[src/tabc_pkg.sv]
// Shared types and constants for the table-based arithmetic-to-Boolean mask converter.
// Used by tabc_core, table_arith_to_bool_mask_convert and the testbench. No dependencies.
`timescale 1ns / 1ps

package tabc_pkg;

    // Width of every share and of the table mask register.
    localparam int FIELD_BITS = 16;

    // Default digit geometry.
    localparam int DIGIT_BITS_DEF  = 4;
    localparam int DIGIT_COUNT_DEF = 4;

    // Configuration register indexes.
    typedef logic [0:0] cfg_index_t;
    localparam cfg_index_t CFG_TABLE_MASK = 1'b0;
    localparam cfg_index_t CFG_CARRY_MASK = 1'b1;

    // Configuration handed from the register file to the datapath.
    typedef struct packed {
        logic [FIELD_BITS-1:0] table_mask;
        logic                  carry_mask;
    } tabc_cfg_t;

endpackage

[src/tabc_digit.sv]
// One digit cell of the conversion: adds the mask digit, forms the table entry on the fly
// and passes the masked carry on. Depends on nothing outside this file.
`timescale 1ns / 1ps

module tabc_digit
#(
    parameter int DIGIT_BITS = 4,
    parameter int TOTAL_BITS = 16,
    parameter int LIVE_BITS  = 16
)
(
    input  logic [TOTAL_BITS-1:0] acc_in,
    input  logic [DIGIT_BITS-1:0] r_dig,
    input  logic [DIGIT_BITS-1:0] t_dig,
    input  logic                  beta_in,
    input  logic                  carry_mask,
    output logic [TOTAL_BITS-1:0] acc_out,
    output logic [DIGIT_BITS-1:0] b_dig,
    output logic                  beta_out
);

    localparam int ENTRY_BITS = DIGIT_BITS + 1;
    localparam logic [TOTAL_BITS-1:0] LIVE_MASK = {TOTAL_BITS{1'b1}} >> (TOTAL_BITS - LIVE_BITS);

    logic [TOTAL_BITS-1:0] acc_sum;
    logic [TOTAL_BITS-1:0] acc_live;
    logic                  carry_in;
    logic [ENTRY_BITS-1:0] entry_sum;
    logic [ENTRY_BITS-1:0] entry;

    // Add the mask digit into the remaining accumulator, keeping only the live digits.
    assign acc_sum  = acc_in + TOTAL_BITS'(r_dig);
    assign acc_live = acc_sum & LIVE_MASK;
    assign acc_out  = acc_live >> DIGIT_BITS;

    // Table entry: unmask the carry, add the table mask digit, then remask sum and carry.
    assign carry_in  = beta_in ^ carry_mask;
    assign entry_sum = {1'b0, acc_live[DIGIT_BITS-1:0]} + {1'b0, t_dig}
                     + ENTRY_BITS'(carry_in);
    assign entry     = entry_sum ^ {carry_mask, t_dig};

    // Sum digit moves from the table mask over to the Boolean mask.
    assign b_dig    = entry[DIGIT_BITS-1:0] ^ r_dig;
    assign beta_out = entry[DIGIT_BITS];

endmodule

[src/tabc_core.sv]
// Combinational conversion datapath: subtracts the table mask and ripples through the
// digit cells. Depends on tabc_pkg and tabc_digit.
`timescale 1ns / 1ps

module tabc_core
    import tabc_pkg::*;
#(
    parameter int DIGIT_BITS  = DIGIT_BITS_DEF,
    parameter int DIGIT_COUNT = DIGIT_COUNT_DEF
)
(
    input  logic [FIELD_BITS-1:0] a_share,
    input  logic [FIELD_BITS-1:0] r_mask,
    input  tabc_cfg_t             cfg,
    output logic [FIELD_BITS-1:0] b_share
);

    localparam int TOTAL_BITS = DIGIT_BITS * DIGIT_COUNT;

    logic [TOTAL_BITS-1:0] a_w;
    logic [TOTAL_BITS-1:0] r_w;
    logic [TOTAL_BITS-1:0] t_w;
    logic [TOTAL_BITS-1:0] res_w;
    logic [TOTAL_BITS-1:0] acc_chain  [DIGIT_COUNT+1];
    logic                  beta_chain [DIGIT_COUNT+1];

    // Bring shares and table mask to the working width.
    assign a_w = TOTAL_BITS'(a_share);
    assign r_w = TOTAL_BITS'(r_mask);
    assign t_w = TOTAL_BITS'(cfg.table_mask);

    // Remove the table mask before the digit ripple.
    assign acc_chain[0]  = a_w - t_w;
    assign beta_chain[0] = cfg.carry_mask;

    // Ripple of digit cells, least significant digit first.
    for (genvar i = 0; i < DIGIT_COUNT; i++) begin : g_digit
        tabc_digit
        #(
            .DIGIT_BITS (DIGIT_BITS),
            .TOTAL_BITS (TOTAL_BITS),
            .LIVE_BITS  ((DIGIT_COUNT - i) * DIGIT_BITS)
        )
        u_digit
        (
            .acc_in     (acc_chain[i]),
            .r_dig      (r_w[i*DIGIT_BITS +: DIGIT_BITS]),
            .t_dig      (t_w[i*DIGIT_BITS +: DIGIT_BITS]),
            .beta_in    (beta_chain[i]),
            .carry_mask (cfg.carry_mask),
            .acc_out    (acc_chain[i+1]),
            .b_dig      (res_w[i*DIGIT_BITS +: DIGIT_BITS]),
            .beta_out   (beta_chain[i+1])
        );
    end

    // Strip the table mask from the digits, leaving the Boolean share under r_mask.
    assign b_share = FIELD_BITS'(res_w ^ t_w);

endmodule

[src/table_arith_to_bool_mask_convert.sv]
// Top level of the table-based arithmetic-to-Boolean mask converter: stream ports,
// configuration registers and the two pipeline registers. Depends on tabc_pkg, tabc_core.
`timescale 1ns / 1ps

// Converts an arithmetic share (a_share + r_mask) into a Boolean share (b_share ^ r_mask)
// with the same mask, without forming the clear value. One request is accepted per clock
// cycle unless the result side holds it off; the DIGIT_COUNT digit cells ripple while it
// sits in the input register, and its result then moves to the result register and is
// presented on the master side. The slave side keeps accepting while a result waits, as
// long as the input register is free. The table mask (index 0) and carry mask (index 1)
// reset to zero and should only be written while no request is in flight.

module table_arith_to_bool_mask_convert
    import tabc_pkg::*;
#(
    parameter int DIGIT_BITS  = DIGIT_BITS_DEF,
    parameter int DIGIT_COUNT = DIGIT_COUNT_DEF
)
(
    input  logic                    clk,
    input  logic                    rst_n,

    // Configuration write channel.
    input  logic                    cfg_valid,
    output logic                    cfg_ready,
    input  cfg_index_t              cfg_index,
    input  logic [FIELD_BITS-1:0]   cfg_data,

    // Input stream.
    input  logic                    s_tvalid,
    output logic                    s_tready,
    input  logic [2*FIELD_BITS-1:0] s_tdata,   // a_share [15:0], r_mask [31:16]

    // Result stream.
    output logic                    m_tvalid,
    input  logic                    m_tready,
    output logic [FIELD_BITS-1:0]   m_tdata    // b_share [15:0]
);

    tabc_cfg_t             cfg_reg;
    tabc_cfg_t             cfg_next;

    logic                  in_valid_reg;
    logic [FIELD_BITS-1:0] a_share_reg;
    logic [FIELD_BITS-1:0] r_mask_reg;

    logic                  out_valid_reg;
    logic [FIELD_BITS-1:0] b_share_reg;
    logic [FIELD_BITS-1:0] b_share_next;

    logic                  out_free;
    logic                  in_accept;

    // Configuration register write decode.
    assign cfg_ready = 1'b1;

    always_comb
    begin
        cfg_next = cfg_reg;
        if (cfg_valid)
        begin
            case (cfg_index)
                CFG_TABLE_MASK: cfg_next.table_mask = cfg_data;
                CFG_CARRY_MASK: cfg_next.carry_mask = cfg_data[0];
                default:        cfg_next = cfg_reg;
            endcase
        end
    end

    always_ff @(posedge clk or negedge rst_n)
    begin
        if (!rst_n)
        begin
            cfg_reg <= '0;
        end
        else
        begin
            cfg_reg <= cfg_next;
        end
    end

    // Pipeline flow control: the result register frees up when empty or drained.
    assign out_free  = !out_valid_reg || m_tready;
    assign s_tready  = !in_valid_reg || out_free;
    assign in_accept = s_tvalid && s_tready;

    // Input register.
    always_ff @(posedge clk or negedge rst_n)
    begin
        if (!rst_n)
        begin
            in_valid_reg <= 1'b0;
        end
        else if (s_tready)
        begin
            in_valid_reg <= s_tvalid;
        end
    end

    always_ff @(posedge clk)
    begin
        if (in_accept)
        begin
            a_share_reg <= s_tdata[FIELD_BITS-1:0];
            r_mask_reg  <= s_tdata[2*FIELD_BITS-1:FIELD_BITS];
        end
    end

    // Conversion datapath.
    tabc_core
    #(
        .DIGIT_BITS  (DIGIT_BITS),
        .DIGIT_COUNT (DIGIT_COUNT)
    )
    u_core
    (
        .a_share (a_share_reg),
        .r_mask  (r_mask_reg),
        .cfg     (cfg_reg),
        .b_share (b_share_next)
    );

    // Result register.
    always_ff @(posedge clk or negedge rst_n)
    begin
        if (!rst_n)
        begin
            out_valid_reg <= 1'b0;
        end
        else if (out_free)
        begin
            out_valid_reg <= in_valid_reg;
        end
    end

    always_ff @(posedge clk)
    begin
        if (out_free && in_valid_reg)
        begin
            b_share_reg <= b_share_next;
        end
    end

    assign m_tvalid = out_valid_reg;
    assign m_tdata  = b_share_reg;

endmodule

[config.mk]
export PLATFORM = sky130hd
export DESIGN_NAME = table_arith_to_bool_mask_convert
export DESIGN_NICKNAME = d
export VERILOG_FILES = /design/src/tabc_pkg.sv /design/src/tabc_digit.sv /design/src/tabc_core.sv /design/src/table_arith_to_bool_mask_convert.sv
export SDC_FILE = /design/constraint.sdc
export NUM_CORES = 1
export LEC_CHECK = 0
export ABC_AREA = 1
export BUFFER_PORTS_ARGS = -buffer_cell sky130_fd_sc_hd__buf_2
export CAP_MARGIN = 15
export CORE_ASPECT_RATIO = 1.5
export CORE_MARGIN = 4
export CORE_UTILIZATION = 55
export CTS_CLUSTER_SIZE = 24
export DETAILED_ROUTE_END_ITERATION = 12
export PLACE_DENSITY = 0.76
export SLEW_MARGIN = 25
export SYNTH_ARGS = -nofsm -noshare
export SYNTH_HDL_FRONTEND = slang
export SYNTH_HIERARCHICAL = 1
export SYNTH_SLANG_ARGS = --single-unit
[constraint.sdc]
create_clock -name clk -period 7.7 [get_ports clk]
set_input_delay 1.155 -clock clk [delete_from_list [all_inputs] [get_ports clk]]
set_output_delay 1.155 -clock clk [all_outputs]
set_load 0.01 [all_outputs]
### Word level (Yosys, flattened, before mapping)

Index checks and enable logic that the tools add are counted.
Widths: inputs -> output; s select.

* logic and storage cells: 40
* input port bits: 54
* bits in registers: 67

* add/sub/neg operators: 12
* bitwise operators: 13
* reductions and logical operators: 8

Operator list (number)
* $xor 4x4->4: 5
* $add 16x4->16: 1
* $sub 16x16->16: 1
* $xor 16x16->16: 1
* $add 4x4->5: 3
* $xor 5x5->5: 3
* $add 12x4->12: 1
* $add 5x1->5: 2
* $add 4x4->4: 2
* $add 8x4->8: 1
* $add 4x1->4: 1
* $reduce_and 2->1: 2
* $xor 1x1->1: 3
* $logic_and 1x1->1: 2
* $logic_not 1->1: 2
* $logic_or 1x1->1: 2
* $not 1->1: 1

### Depth between registers and ports, before layout

* depth in word-level cells: 15
* mapped depth: 42
* mapped depth without buffers: 42

### By module

Netlist, hierarchy kept.

By module, submodules not included
* table_arith_to_bool_mask_convert: times used 1, cells an instance 137, area an instance 2233.4 um2, seq. area each 1916.8 um2
* tabc_core: times used 1, cells an instance 210, area an instance 1141.1 um2, seq. area each 0.0 um2
* tabc_digit (u_core.g_digit[0].u_digit): times used 1, cells an instance 140, area an instance 797.0 um2, seq. area each 0.0 um2
* tabc_digit (u_core.g_digit[1].u_digit): times used 1, cells an instance 110, area an instance 714.4 um2, seq. area each 0.0 um2
* tabc_digit (u_core.g_digit[2].u_digit): times used 1, cells an instance 98, area an instance 615.6 um2, seq. area each 0.0 um2
* tabc_digit (u_core.g_digit[3].u_digit): times used 1, cells an instance 72, area an instance 506.7 um2, seq. area each 0.0 um2

### Worst setup path before layout

OpenSTA, ideal clock, no wires.

* kind: register to register
* from: register cfg_reg[1] in the netlist's numbering
* to: register b_share_reg[13], in the netlist m_tdata[13] (data pin)
* data required time: 7437 ps
* cell stages (with the launch flop): 33
* path buffers: 0
* arrival time: 6460 ps
* slack: 977 ps
* clock period less this slack: 6723 ps
* path through: dfrtp_1 -> ha_1 -> fa_1 -> xnor2_1 -> ha_1 -> nand2_1 -> nand3_2 -> xor2_1 -> ha_1 -> nand2_1 -> o21ai_0 -> xor2_1 -> xor2_1 -> fa_1 -> inv_1 -> fa_1 -> o21ai_0 -> xor2_1 -> xor2_1 -> fa_1 -> inv_1 -> fa_1 -> o21ai_0 -> nand2_1 -> nand3_1 -> nand2_1 -> xor2_1 -> fa_1 -> inv_1 -> fa_1 -> xnor2_1 -> xor2_1 -> xor2_1

RTL lines
* from (decl): line table_arith_to_bool_mask_convert.sv:40 `tabc_cfg_t cfg_reg;`
* from (signal assigned): line table_arith_to_bool_mask_convert.sv:78 `cfg_reg <= cfg_next;`
* to (signal assigned): line table_arith_to_bool_mask_convert.sv:140 `b_share_reg <= b_share_next;`
* to (decl): line table_arith_to_bool_mask_convert.sv:48 `logic [FIELD_BITS-1:0] b_share_reg;`

==> impl_metrics.toml <==
[clocking]
ctsHoldBuffers = 0
clock_latency_ns = 0.34
cts_max_path_buffers = 2
clk_pin_slew_worst_paths_ns = 0.06
htree_levels = 3
clock-sinks = 67
cts_resized = 0
cts_tree = "built"
cts_root_buf = "clkbuf_16"
numCtsBuffers = 9
cts_setup_buffers = 0

[setup_path]
crit_type = "flop to flop"
worst-path-max-fanout = 5
cp_slowest_cell = "dfrtp_2"
slowest_delay_ns = 0.45
cp-start-kind = "flop"
critPathRequiredTime_ns = 7.78
arrival_ns = 7.32
crit_path_end_kind = "flop"
path_common_cell = "xor2_1"

[grt]
grt_start_max_net_pins = 33
overflow = 0
grtUsageMet3_pct = 4.85
antenna_found_initial = 0
use_met2_pct = 41.1
grt_pass1_vias = 4874
use_met1_pct = 27.0
grt_busiest_layer = "met2"
track_usage_pct = 23.4
grt_pass1_wl_um = 22200

[power_and_ir_drop]
p_sw_mw = 1.21
p_clk_share_pct = 15.7
combPwrFrac_pct = 63.5
power.density_nw_per_um2 = 422
seqPwrFrac_pct = 20.8
power.total_mw = 2.73
power_leakage_nw = 3.40
swShare_pct = 44.3
ir_drop_mv = 0.264
p_int_mw = 1.52

[routing]
wl_per_cell_um = 14.5
first_iter_violations = 218
ant_nets = 0
wirelength_um = 13300
drc = 0
drtPass1Iterations = 5
num_vias = 4799
viasPerCell = 5.22

[finish]
antenna_cells = 0
fin_util_pct = 64.1
largest_reg_flops = 17
stdcell_area_um2 = 6460
nNetsFinal = 906
fin_cells = 919
area_growth_pct = 14.1
drive_above_1_share_pct = 16.6

[timing]
finalCriticalPeriod_ns = 7.25
finalSetupViolCount = 0
rsz0062_at_grt = "no"
period_share_pct = 94.1
slew_headroom_pct = 53.7
slew_viol_final = 0
setup_slack_ns = 0.452
holdWs_ns = 0.517
setup_tns_ns = 0
clock_skew_ns = 0.00851
max_freq_ghz = 0.138
hold_viol = 0
worstMarginPinSlew_ns = 0.694

[floorplan]
pin_count = 73
fp.dieH_um = 132
die_area_um2 = 12000
core_area_um2 = 10100
start_util_pct = 56.2
std_cell_rows = 45
die_w_um = 90.9

[place]
dp_hpwl_um = 10600
place.gp.congestion = 0.883
dpl-instance-area_um2 = 6150
dp.cells = 903
io_buffers = 71
pre_cts_ws_ns = 0.361

[synth]
post_synth.cell_area_avg_um2 = 7.88
yosysWarnings = 6
synth_cells = 719
synth_area_um2 = 5670
syn_nets = 828

[status]
status = "finished clean"

[min_path]
hp-class = "flop to flop"

[job]
cap_violations = 0
==> worst paths after layout <==
check                                    startpoint                      to  slack (ns)  depth (start not counted)
max in group asynchronous                     rst_n  cfg_reg[1]$_DFFE_PN0P_        6.63                          1
min reg2reg                in_valid_reg$_DFFE_PN0P_    m_tvalid$_DFFE_PN0P_        0.52                          2
min in group asynchronous                     rst_n    m_tvalid$_DFFE_PN0P_        0.75                          1
min                        in_valid_reg$_DFFE_PN0P_    m_tvalid$_DFFE_PN0P_        0.52                          2
max reg2reg                  cfg_reg[1]$_DFFE_PN0P_   m_tdata[13]$_DFFE_PP_        0.45                         32
max                          cfg_reg[1]$_DFFE_PN0P_   m_tdata[13]$_DFFE_PP_        0.45                         32
==> critical path, delay by kind of cell (launching register included) <==
kind	cells	cell delay, ns
AOI/OAI and AO/OA	3	0.53
and+or+nand+nor	6	0.55
buffers and inverters	3	0.22
adders and majority gates	10	3.46
DFF	1	0.45
xor gates and xnor gates	10	1.75
==> routing by layer <==
metal  share of wire, %  wire [µm]
met5                  0          0
met3                4.9        651
met1                 40       5310
met2                 52       6890
met4                3.4        457
==> cell usage in the layout (no fill, tap or decap), drive strengths merged <==
cell    instances
nand2         247
inv           121
nand3          75
buf            72
edfxtp         48
xor2           46
ha             42
xnor2          33
nor2           31
a21oi          21
dfrtp          19
clkbuf         16
fa             13
nand4           5
o21ai           5
nor3            4
nand3b          3
conb            1
==> power by group through the flow <==
stage | Combinational, mW | Clock, mW | Sequential (mW)
6_report | 1.73 | 0.429 | 0.568
5_1_grt | 1.95 | 0.455 | 0.576
4_1_cts | 1.73 | 0.435 | 0.569
3_5_place_dp | 1.71 | 0 | 0.574
3_3_place_gp | 1.62 | 0 | 0.572
2_1_floorplan | 1.32 | 0 | 0.591
==> final cells by class <==
class	instances	area, µm²
fillers	847	3610
multi-input cells	526	3270
flip-flops and latches	67	1920
inverters	121	454
repair buffers	72	363
clock buffers	16	314
well taps	117	146
Power figures use the tool's default switching activity.
